==> src/rtl/stlt_pkg.sv <==
package stlt_pkg;

  localparam int LEVEL_W    = 10;
  localparam int POS_W      = 6;
  localparam int IDX_W      = 2;
  localparam int COIL_W     = 4;
  localparam int CFG_IDX_W  = 1;
  localparam int CFG_DATA_W = 10;
  localparam int IN_DATA_W  = 24;
  localparam int OUT_DATA_W = 8;

  localparam logic [CFG_IDX_W-1:0] CFG_SCAN_STEPS     = 1'd0;
  localparam logic [CFG_IDX_W-1:0] CFG_SCAN_MIN_START = 1'd1;

  localparam logic [POS_W-1:0]   SCAN_STEPS_RST     = 6'd20;
  localparam logic [LEVEL_W-1:0] SCAN_MIN_START_RST = 10'd255;

  localparam logic [COIL_W-1:0] COIL_0 = 4'b0011;
  localparam logic [COIL_W-1:0] COIL_1 = 4'b0110;
  localparam logic [COIL_W-1:0] COIL_2 = 4'b1100;
  localparam logic [COIL_W-1:0] COIL_3 = 4'b1001;

  localparam logic IN_KIND_START  = 1'b0;
  localparam logic IN_KIND_SAMPLE = 1'b1;

  typedef logic [COIL_W-1:0] coil_t;
  typedef logic [IDX_W-1:0]  idx_t;

  typedef struct packed {
    logic ld_start;
    logic scan_sample;
    logic track_sample;
    logic step;
    logic turn;
  } dp_cmd_t;

  typedef struct packed {
    logic scan_end;
    logic cnt_zero;
    logic cnt_one;
  } dp_sts_t;

  function automatic coil_t coil_of(input idx_t idx);
    coil_t c;
    unique case (idx)
      2'd0:    c = COIL_0;
      2'd1:    c = COIL_1;
      2'd2:    c = COIL_2;
      default: c = COIL_3;
    endcase
    return c;
  endfunction

endpackage

==> src/rtl/stlt_cfg.sv <==
module stlt_cfg (
  input  logic                             clk,
  input  logic                             rst_n,
  input  logic                             cfg_valid,
  output logic                             cfg_ready,
  input  logic [stlt_pkg::CFG_IDX_W-1:0]   cfg_index,
  input  logic [stlt_pkg::CFG_DATA_W-1:0]  cfg_data,
  output logic [stlt_pkg::POS_W-1:0]       scan_steps,
  output logic [stlt_pkg::LEVEL_W-1:0]     scan_min_start
);

  logic [stlt_pkg::POS_W-1:0]   scan_steps_r,     scan_steps_nxt;
  logic [stlt_pkg::LEVEL_W-1:0] scan_min_start_r, scan_min_start_nxt;

  assign cfg_ready = 1'b1;

  always_comb begin
    scan_steps_nxt     = scan_steps_r;
    scan_min_start_nxt = scan_min_start_r;
    if (cfg_valid) begin
      unique case (cfg_index)
        stlt_pkg::CFG_SCAN_STEPS:     scan_steps_nxt = cfg_data[stlt_pkg::POS_W-1:0];
        stlt_pkg::CFG_SCAN_MIN_START: scan_min_start_nxt = cfg_data;
        default: ;
      endcase
    end
  end

  always_ff @(posedge clk) begin
    if (!rst_n) begin
      scan_steps_r     <= stlt_pkg::SCAN_STEPS_RST;
      scan_min_start_r <= stlt_pkg::SCAN_MIN_START_RST;
    end else begin
      scan_steps_r     <= scan_steps_nxt;
      scan_min_start_r <= scan_min_start_nxt;
    end
  end

  assign scan_steps     = scan_steps_r;
  assign scan_min_start = scan_min_start_r;

endmodule

==> src/rtl/stlt_dp.sv <==
module stlt_dp (
  input  logic                             clk,
  input  logic                             rst_n,
  input  stlt_pkg::dp_cmd_t                cmd,
  output stlt_pkg::dp_sts_t                sts,
  input  logic [stlt_pkg::IN_DATA_W-1:0]   in_tdata,
  input  logic [stlt_pkg::POS_W-1:0]       scan_steps,
  input  logic [stlt_pkg::LEVEL_W-1:0]     scan_min_start,
  output logic [stlt_pkg::OUT_DATA_W-1:0]  out_tdata
);

  localparam int LW = stlt_pkg::LEVEL_W;
  localparam int PW = stlt_pkg::POS_W;

  stlt_pkg::idx_t idx_r, idx_nxt;
  logic [PW-1:0]  pos_r, pos_nxt;
  logic [LW-1:0]  low_lvl_r, low_lvl_nxt;
  logic [PW-1:0]  low_pos_r, low_pos_nxt;
  logic [PW-1:0]  cnt_r, cnt_nxt;
  logic           last_dir_r, last_dir_nxt;
  logic           dir_r, dir_nxt;
  logic           end_r, end_nxt;

  logic [LW-1:0]  right_lvl;
  logic [LW-1:0]  left_lvl;
  logic [PW-1:0]  limit;
  logic [PW-1:0]  pos_inc;
  logic [PW-1:0]  low_pos_sel;
  logic           below;

  assign right_lvl   = in_tdata[LW-1:0];
  assign left_lvl    = in_tdata[2*LW-1:LW];
  assign limit       = (scan_steps == '0) ? PW'(1) : scan_steps;
  assign pos_inc     = pos_r + PW'(1);
  assign below       = right_lvl < low_lvl_r;
  assign low_pos_sel = below ? pos_r : low_pos_r;

  always_comb begin
    idx_nxt      = idx_r;
    pos_nxt      = pos_r;
    low_lvl_nxt  = low_lvl_r;
    low_pos_nxt  = low_pos_r;
    cnt_nxt      = cnt_r;
    last_dir_nxt = last_dir_r;
    dir_nxt      = dir_r;
    end_nxt      = end_r;
    if (cmd.ld_start) begin
      pos_nxt     = '0;
      low_lvl_nxt = scan_min_start;
      low_pos_nxt = '0;
    end
    if (cmd.scan_sample) begin
      if (below) begin
        low_lvl_nxt = right_lvl;
      end
      low_pos_nxt = low_pos_sel;
      pos_nxt     = pos_inc;
      end_nxt     = pos_inc >= limit;
      cnt_nxt     = pos_r - low_pos_sel;
      dir_nxt     = 1'b1;
    end
    if (cmd.track_sample) begin
      if (left_lvl > right_lvl) begin
        if (!last_dir_r) begin
          idx_nxt = idx_r + stlt_pkg::IDX_W'(1);
        end
        dir_nxt      = 1'b1;
        last_dir_nxt = 1'b1;
      end else begin
        if (last_dir_r) begin
          idx_nxt = idx_r - stlt_pkg::IDX_W'(1);
        end
        dir_nxt      = 1'b0;
        last_dir_nxt = 1'b0;
      end
    end
    if (cmd.step) begin
      idx_nxt = dir_r ? idx_r + stlt_pkg::IDX_W'(1) : idx_r - stlt_pkg::IDX_W'(1);
      cnt_nxt = cnt_r - PW'(1);
    end
    if (cmd.turn) begin
      dir_nxt = 1'b0;
    end
  end

  always_ff @(posedge clk) begin
    if (!rst_n) begin
      idx_r      <= '0;
      pos_r      <= '0;
      low_lvl_r  <= '0;
      low_pos_r  <= '0;
      cnt_r      <= '0;
      last_dir_r <= 1'b0;
      dir_r      <= 1'b0;
      end_r      <= 1'b0;
    end else begin
      idx_r      <= idx_nxt;
      pos_r      <= pos_nxt;
      low_lvl_r  <= low_lvl_nxt;
      low_pos_r  <= low_pos_nxt;
      cnt_r      <= cnt_nxt;
      last_dir_r <= last_dir_nxt;
      dir_r      <= dir_nxt;
      end_r      <= end_nxt;
    end
  end

  assign sts.scan_end = end_r;
  assign sts.cnt_zero = cnt_r == '0;
  assign sts.cnt_one  = cnt_r == PW'(1);

  assign out_tdata = {(stlt_pkg::OUT_DATA_W - stlt_pkg::COIL_W - 1)'(0), dir_r,
                      stlt_pkg::coil_of(idx_r)};

endmodule

==> src/rtl/stlt_ctrl.sv <==
module stlt_ctrl (
  input  logic              clk,
  input  logic              rst_n,
  input  logic              in_tvalid,
  output logic              in_tready,
  input  logic              in_tuser,
  output logic              out_tvalid,
  input  logic              out_tready,
  output logic              out_tlast,
  output stlt_pkg::dp_cmd_t cmd,
  input  stlt_pkg::dp_sts_t sts
);

  localparam logic [2:0] ST_IDLE      = 3'd0;
  localparam logic [2:0] ST_SCAN      = 3'd1;
  localparam logic [2:0] ST_TRACK     = 3'd2;
  localparam logic [2:0] ST_SCAN_OUT  = 3'd3;
  localparam logic [2:0] ST_RET_OUT   = 3'd4;
  localparam logic [2:0] ST_TRACK_OUT = 3'd5;

  logic [2:0] state_r, state_nxt;
  logic       in_xfer;
  logic       out_xfer;
  logic       is_sample;

  assign is_sample = in_tuser == stlt_pkg::IN_KIND_SAMPLE;
  assign in_tready = (state_r == ST_IDLE) || (state_r == ST_SCAN) || (state_r == ST_TRACK);
  assign out_tvalid = (state_r == ST_SCAN_OUT) || (state_r == ST_RET_OUT) ||
                      (state_r == ST_TRACK_OUT);
  assign in_xfer  = in_tvalid && in_tready;
  assign out_xfer = out_tvalid && out_tready;

  always_comb begin
    state_nxt = state_r;
    cmd       = '0;
    out_tlast = 1'b0;
    unique case (state_r)
      ST_IDLE: begin
        if (in_xfer && !is_sample) begin
          cmd.ld_start = 1'b1;
          state_nxt    = ST_SCAN;
        end
      end
      ST_SCAN: begin
        if (in_xfer && is_sample) begin
          cmd.scan_sample = 1'b1;
          state_nxt       = ST_SCAN_OUT;
        end
      end
      ST_TRACK: begin
        if (in_xfer && is_sample) begin
          cmd.track_sample = 1'b1;
          state_nxt        = ST_TRACK_OUT;
        end
      end
      ST_SCAN_OUT: begin
        out_tlast = !sts.scan_end || sts.cnt_zero;
        if (out_xfer) begin
          priority if (!sts.scan_end) begin
            cmd.step  = 1'b1;
            state_nxt = ST_SCAN;
          end else if (sts.cnt_zero) begin
            cmd.turn  = 1'b1;
            state_nxt = ST_TRACK;
          end else begin
            cmd.turn  = 1'b1;
            state_nxt = ST_RET_OUT;
          end
        end
      end
      ST_RET_OUT: begin
        out_tlast = sts.cnt_one;
        if (out_xfer) begin
          cmd.step = 1'b1;
          if (sts.cnt_one) begin
            state_nxt = ST_TRACK;
          end
        end
      end
      ST_TRACK_OUT: begin
        out_tlast = 1'b1;
        if (out_xfer) begin
          cmd.step  = 1'b1;
          state_nxt = ST_TRACK;
        end
      end
      default: state_nxt = ST_IDLE;
    endcase
  end

  always_ff @(posedge clk) begin
    if (!rst_n) begin
      state_r <= ST_IDLE;
    end else begin
      state_r <= state_nxt;
    end
  end

endmodule

==> src/rtl/stepper_light_seeking_tracker_top.sv <==
// Full-step stepper light tracker. In idle, a start transfer (tuser 0) begins
// a scan; each sample transfer (tuser 1) during the scan records the right
// level, keeps the darkest position and yields one clockwise step, and the
// last scan sample also yields the counter-clockwise return run to the darkest
// spot, one step per cycle while out_tready is high, with tlast on the final
// one. After the scan every sample yields one step toward the darker sensor.
// A start yields no step; a sample yields up to 63 step results (after the
// final scan sample), and input is held off until the last step of a run has
// been taken. Config writes are taken every cycle and should land only while
// no run is pending.
module stepper_light_seeking_tracker_top (
  input  logic                             clk,
  input  logic                             rst_n,
  input  logic                             in_tvalid,
  output logic                             in_tready,
  input  logic [stlt_pkg::IN_DATA_W-1:0]   in_tdata,   // right_level, left_level, pad
  input  logic                             in_tuser,   // cmd
  output logic                             out_tvalid,
  input  logic                             out_tready,
  output logic [stlt_pkg::OUT_DATA_W-1:0]  out_tdata,  // coil_pattern, clockwise, pad
  output logic                             out_tlast,
  input  logic                             cfg_valid,
  output logic                             cfg_ready,
  input  logic [stlt_pkg::CFG_IDX_W-1:0]   cfg_index,
  input  logic [stlt_pkg::CFG_DATA_W-1:0]  cfg_data
);

  stlt_pkg::dp_cmd_t            cmd;
  stlt_pkg::dp_sts_t            sts;
  logic [stlt_pkg::POS_W-1:0]   scan_steps;
  logic [stlt_pkg::LEVEL_W-1:0] scan_min_start;

  stlt_cfg u_cfg (
    .clk            (clk),
    .rst_n          (rst_n),
    .cfg_valid      (cfg_valid),
    .cfg_ready      (cfg_ready),
    .cfg_index      (cfg_index),
    .cfg_data       (cfg_data),
    .scan_steps     (scan_steps),
    .scan_min_start (scan_min_start)
  );

  stlt_ctrl u_ctrl (
    .clk        (clk),
    .rst_n      (rst_n),
    .in_tvalid  (in_tvalid),
    .in_tready  (in_tready),
    .in_tuser   (in_tuser),
    .out_tvalid (out_tvalid),
    .out_tready (out_tready),
    .out_tlast  (out_tlast),
    .cmd        (cmd),
    .sts        (sts)
  );

  stlt_dp u_dp (
    .clk            (clk),
    .rst_n          (rst_n),
    .cmd            (cmd),
    .sts            (sts),
    .in_tdata       (in_tdata),
    .scan_steps     (scan_steps),
    .scan_min_start (scan_min_start),
    .out_tdata      (out_tdata)
  );

endmodule

==> config.mk <==
export PLATFORM = sky130hd
export DESIGN_NAME = stepper_light_seeking_tracker_top
export DESIGN_NICKNAME = d
export VERILOG_FILES = /design/src/rtl/stlt_pkg.sv /design/src/rtl/stlt_cfg.sv /design/src/rtl/stlt_dp.sv /design/src/rtl/stlt_ctrl.sv /design/src/rtl/stepper_light_seeking_tracker_top.sv
export SDC_FILE = /design/constraint.sdc
export NUM_CORES = 1
export LEC_CHECK = 0
export BUFFER_PORTS_ARGS = -buffer_cell sky130_fd_sc_hd__buf_2
export CORE_MARGIN = 5
export CORE_UTILIZATION = 45
export DETAILED_ROUTE_END_ITERATION = 12
export GPL_ROUTABILITY_DRIVEN = 0
export HOLD_SLACK_MARGIN = 0.12
export PLACE_DENSITY = 0.75
export SLEW_MARGIN = 10
export SYNTH_ARGS = -nofsm -noshare
export SYNTH_HDL_FRONTEND = slang
export SYNTH_HIERARCHICAL = 1
export SYNTH_SLANG_ARGS = --single-unit
==> constraint.sdc <==
create_clock -name clk -period 3.8 [get_ports clk]
set_clock_uncertainty 0.2 [all_clocks]
set_input_delay 0.57 -clock clk [delete_from_list [all_inputs] [get_ports clk]]
set_output_delay 0.57 -clock clk [all_outputs]
set_load 0.03 [all_outputs]
=== After elaboration in Yosys (flattened, before gate mapping) ===
Cells that the tools add are included.

* Register bits: 52
* Latch bits: 0
* RAM bits: 0
* Memory bits (read-only): 0
* Logic and storage cells: 105
* Memories: 0

* $add $sub $neg: 5
* $mul: 0
* Div/mod/pow operators: 0
* Magnitude comparators: 3
* Eq/ne operators: 16
* Shift operators: 0
* Multiplexer cells: 42
* Bitwise gates (word level): 2
* Reduce and logical (&&, ||, !) cells: 26

{| class="wikitable"
|+ Operators by type and width
! kind !! count
|-
| $mux W6 || 7
|-
| $mux W10 || 3
|-
| $mux W3 || 9
|-
| $pmux W3 S6 || 1
|-
| $mux W2 || 7
|-
| $logic_not A6 Y1 || 2
|-
| $mux W1 || 12
|-
| $pmux W4 S3 || 1
|-
| $gt A10 B10 Y1 || 1
|-
| $lt A10 B10 Y1 || 1
|-
| $ne A2 B1 Y1 const B || 4
|-
| $reduce_bool A2 Y1 || 4
|-
| $reduce_and A7 Y1 || 1
|-
| $add A6 B1 Y6 const B || 1
|-
| $eq A3 B2 Y1 const B || 2
|-
| $eq A3 B3 Y1 const B || 2
|-
| $eq A6 B1 Y1 const B || 1
|-
| $ge A6 B6 Y1 || 1
|-
| $ne A2 B2 Y1 const B || 3
|-
| $sub A6 B1 Y6 const B || 1
|-
| $sub A6 B6 Y6 || 1
|-
| $logic_or A1 B1 Y1 || 5
|-
| $logic_and A1 B1 Y1 || 4
|-
| $reduce_and A2 Y1 || 2
|-
| other kinds (15) || 18
|}

=== Logic depth before layout (Yosys ltp) ===
* Depth in word-level cells: 10
* Gate-level depth with buffers: 17
* Mapped depth without buffers: 16

=== By module ===
Netlist, hierarchy kept.

{| class="wikitable"
|+ Modules (own cells, without submodules)
! module !! instances !! cells each !! area an instance (µm²)
|-
| stlt_dp || 1 || 319 || 2666.3
|-
| stlt_cfg || 1 || 75 || 699.4
|-
| stlt_ctrl || 1 || 47 || 345.3
|}

=== Least setup slack after synthesis ===
OpenSTA, ideal clock, no wires.

* Path type: in2reg
* From: in in_tdata[1] (netlist bit)
* To: reg u_dp.cnt_r[5]
* Setup time: 0.091 ns
* Data arrival time: 3.270 ns
* Required time: 3.509 ns
* Slack: 0.239 ns
* Cell stages on the path: 15
* Path buffers: 1
* Cell sequence: ha_1 > a21o_1 > a2111oi_2 > o211a_1 > buf_6 > mux2_2 > inv_1 > ha_1 > nor2b_1 > o21ai_0 > nand2b_1 > a21o_1 > a21oi_1 > xnor2_1 > a311oi_1

* Cells in the longest elaborated chain, start to end: 5

{| class="wikitable"
|+ Ends and longest elaborated chain
! what !! RTL line !! RTL
|-
| start: declaration || stepper_light_seeking_tracker_top.sv:16 || <nowiki>input logic [stlt_pkg::IN_DATA_W-1:0] in_tdata,</nowiki>
|-
| $lt A10 B10 Y1 || stlt_dp.sv:35 || <nowiki>assign below = right_lvl < low_lvl_r;</nowiki>
|-
| $mux W6 || stlt_dp.sv:36 || <nowiki>assign low_pos_sel = below ? pos_r : low_pos_r;</nowiki>
|-
| $sub A6 B6 Y6 || stlt_dp.sv:59 || <nowiki>cnt_nxt = pos_r - low_pos_sel;</nowiki>
|-
| $mux W6 || stlt_dp.sv:52 || <nowiki>if (cmd.scan_sample) begin</nowiki>
|-
| $mux W6 || stlt_dp.sv:77 || <nowiki>if (cmd.step) begin</nowiki>
|-
| end signal: assignment || stlt_dp.sv:101 || <nowiki>cnt_r <= cnt_nxt;</nowiki>
|-
| end: declaration || stlt_dp.sv:19 || <nowiki>logic [PW-1:0] cnt_r, cnt_nxt;</nowiki>
|}

Every way passes these cells. The select of a mux whose other input is x is not followed.
A chain may end at the register's enable or synchronous reset.

=== Worst setup path in the final report ===
Same ends and word-level chain as after synthesis.

==> impl_metrics.json <==
{
  "outcome": "complete, no violations",
  "via_per_inst": 5.41,
  "seq_area_frac_synth_pct": 28.1,
  "ys_ff_latch": 52,
  "cp.arrival_ns": 3.58,
  "vias": 3119,
  "numPortBuffers": 44,
  "numClockSinks": 52,
  "fp.dieH_um": 101,
  "dpl_worst_slack_ns": -0.0731,
  "grt-ovfl-total": 0,
  "maxCapViolations": 0,
  "clkTransAtPathRegs_ns": 0.09,
  "final_cells": 576,
  "antenna_found_initial": 0,
  "grt_max_degree": 33,
  "synth_area_um2": 3710,
  "clk_path_buf_depth": 2,
  "firstDrtPassIters": 4,
  "postPlaceCellArea_um2": 3940,
  "antenna_left": 0,
  "cts_max_level": 2,
  "ys_warn_count": 6,
  "power.share.clock_pct": 29.7,
  "crit_start": "in_tdata[1]",
  "cp.required_ns": 3.80,
  "dp_cells": 568,
  "seq_area_um2": 1040,
  "synth-main-ff-cell": "dfxtp_1",
  "power_frac_comb_pct": 22.8,
  "r2r-start": "u_dp/low_lvl_r[1]$_SDFF_PN0_",
  "rsz0062_at_grt": "false",
  "final.period_utilization_pct": 94.2,
  "setup_viol": 0,
  "tightest_slew_ns": 1.17,
  "regToRegEndpoint": "u_dp/cnt_r[5]$_SDFFE_PN0P_",
  "ir_worst_vdd_mv": 0.159,
  "grt_pass1_vias": 2973,
  "grt_pass1_wl_um": 13100,
  "fill_cells": 764,
  "ys_types": 59,
  "synthCells": 441,
  "core-area_um2": 8130,
  "drc": 0,
  "clk_latency_ns": 0.30,
  "initial_core_util_pct": 45.6,
  "power.internal_mw": 0.890,
  "crit_type": "primary input to flop",
  "min_path_type": "flop to flop",
  "hold_viol_final": 0,
  "io_pins": 53,
  "synth_top_area_share_pct": 28.1,
  "r2r_cells": 15,
  "drt_iter0_markers": 125,
  "synth_largest_area_cell": "dfxtp_1",
  "synth_area_per_cell_um2": 8.42,
  "p_sw_mw": 0.368,
  "cts_buffers": 5,
  "worstPathMaxFanout": 5,
  "leakage_nw": 1.77,
  "netSwitchingFraction_pct": 29.2,
  "postCtsSetupBuffers": 0,
  "dpl.hpwl_um": 6030,
  "stdcell_area_um2": 4050,
  "cts_tree": "done",
  "antenna_cells": 0,
  "dieArea_um2": 10200,
  "synth_edf_count": 0,
  "cts_hold_buf": 0,
  "drive_above_1_share_pct": 19.1,
  "seqPwrFrac_pct": 47.5,
  "final_nets": 549,
  "drt_wl_total_um": 7750,
  "crit_path_end_kind": "flop",
  "setup_slack_ns": 0.222,
  "groute.usage.overall_pct": 15.3,
  "synthTopCellsByArea": "dfxtp_1, ha_1, inv_1, mux2i_1, nand2_1",
  "rows": 33,
  "post_cts_resized": 0,
  "multi_input_area_um2": 2300,
  "fmax_mhz": 279,
  "ys_async_sr_fraction_pct": 0,
  "slew_viol_final": 0,
  "die-width_um": 101,
  "start_kind": "primary input",
  "ctsRootBufferMaster": "clkbuf_8",
  "min_period_ns": 3.58,
  "synth_common_cells": "dfxtp_1, inv_1, ha_1",
  "syn2layout_area_growth_pct": 9.04,
  "powerDensity_nw_per_um2": 311,
  "yosysMostFrequentCell": "dfxtp_1",
  "max_slew_margin_pct": 22.2,
  "rrSetupSlack_ns": 0.25,
  "endpoint": "u_dp/cnt_r[5]$_SDFFE_PN0P_",
  "post_drt_wl_per_cell_um": 13.5
}
## routing by layer
layer	track usage [%]	up-vias	routed length, um
met5	0	-	0
li1	-	1592	-
met3	1.94	15	399
met2	27.1	76	3680
met1	19.3	1436	3480
met4	4.87	0	185
## final cells by class
cell class                 instances  area share (%)
multi-input combinational        310            56.9
clock inverter                     3            1.05
sequential                        52            25.7
tap                              105            3.25
timing repair buffer              51            6.74
inverter                          50            4.64
clock buffer                       5            1.70
## logic make-up (layout without fill, tap and decap cells)
family                     Yosys count  in the layout  synth area share [%]
other                                2              4                 0.202
buffers and inverters               81            109                  10.2
AOI/OAI and AO/OA                  105            105                  22.6
muxes                               18             18                  4.99
adders and majority gates           38             38                  13.0
DFF                                 52             52                  28.1
and+or+nand+nor                    135            135                  18.5
xor gates and xnor gates            10             10                  2.36
## metrics by stage
step / hold WS [ns] / setup TNS (ns) / utilization, % / total power [mW]
floorplan: 0.228 / 0 / - / 0.828
global placement: 0.241 / 0 / 48.4 / 0.884
detailed placement: 0.250 / -0.0731 / 48.4 / 0.896
CTS: 0.264 / 0 / 49.7 / 1.27
global route: 0.287 / 0 / 49.7 / 1.33
finish: 0.262 / 0 / 49.7 / 1.26
## how the worst min path moves through the flow
stage                                                      end  cells after the start  slack, ns                            startpoint
after floorplan           u_cfg/scan_min_start[9]$_SDFFE_PN0P_                      2       0.23  u_cfg/scan_min_start[9]$_SDFFE_PN0P_
after global placement    u_cfg/scan_min_start[9]$_SDFFE_PN0P_                      2       0.24  u_cfg/scan_min_start[9]$_SDFFE_PN0P_
after detailed placement  u_cfg/scan_min_start[9]$_SDFFE_PN0P_                      2       0.25  u_cfg/scan_min_start[9]$_SDFFE_PN0P_
after CTS                 u_cfg/scan_min_start[9]$_SDFFE_PN0P_                      2       0.26  u_cfg/scan_min_start[9]$_SDFFE_PN0P_
after global routing          u_cfg/scan_steps[0]$_SDFFE_PN0P_                      2       0.29      u_cfg/scan_steps[0]$_SDFFE_PN0P_
final                         u_cfg/scan_steps[5]$_SDFFE_PN0P_                      2       0.26      u_cfg/scan_steps[5]$_SDFFE_PN0P_
## power by group through the flow
stage	logic [mW]	clock network, mW	registers, mW
2_1_floorplan	0.229	0	0.598
3_5_place_dp	0.286	0	0.610
6_report	0.287	0.373	0.598
4_1_cts	0.287	0.387	0.598
3_3_place_gp	0.275	0	0.609
5_1_grt	0.319	0.409	0.603
## registers in the layout, summed over array words and instances (netlist names), 2 cells and up
register,count
u_cfg/scan_min_start,10
u_dp/cnt_r,6
u_dp/low_lvl_r,10
u_dp/pos_r,6
u_cfg/scan_steps,6
u_dp/low_pos_r,6
u_dp/idx_r,2
u_ctrl/state_r,3
## placed cells by master, fill, tap and decap left out, types with 6 or more instances in the layout
cell type,netlist,layout
mux2i_1,14,14
dfxtp_1,52,52
buf_4,8,7
o211ai_2,9,9
buf_2,7,44
o21ai_0,16,16
nand3_1,16,16
nor2_1,33,33
o211a_1,11,11
ha_1,37,37
inv_1,50,50
a211oi_2,8,8
nand2_1,33,33
nand4_1,7,7
xnor2_1,8,8
a21oi_1,21,21
nand2b_1,6,6
nor2b_1,8,8
nor3_1,11,10
## critical path, cell delays in order
cell and delay, ns:
buf_2 0.11, ha_1 0.29, a21o_1 0.17, a2111oi_2 0.36, o211a_1 0.31, mux2_2 0.37
inv_1 0.06, ha_1 0.22, nor2b_1 0.13, o21ai_0 0.15, nand2b_1 0.11, a21o_1 0.19
a21oi_1 0.18, xnor2_1 0.09, a311oi_1 0.26
Power figures use the tool's default switching activity.
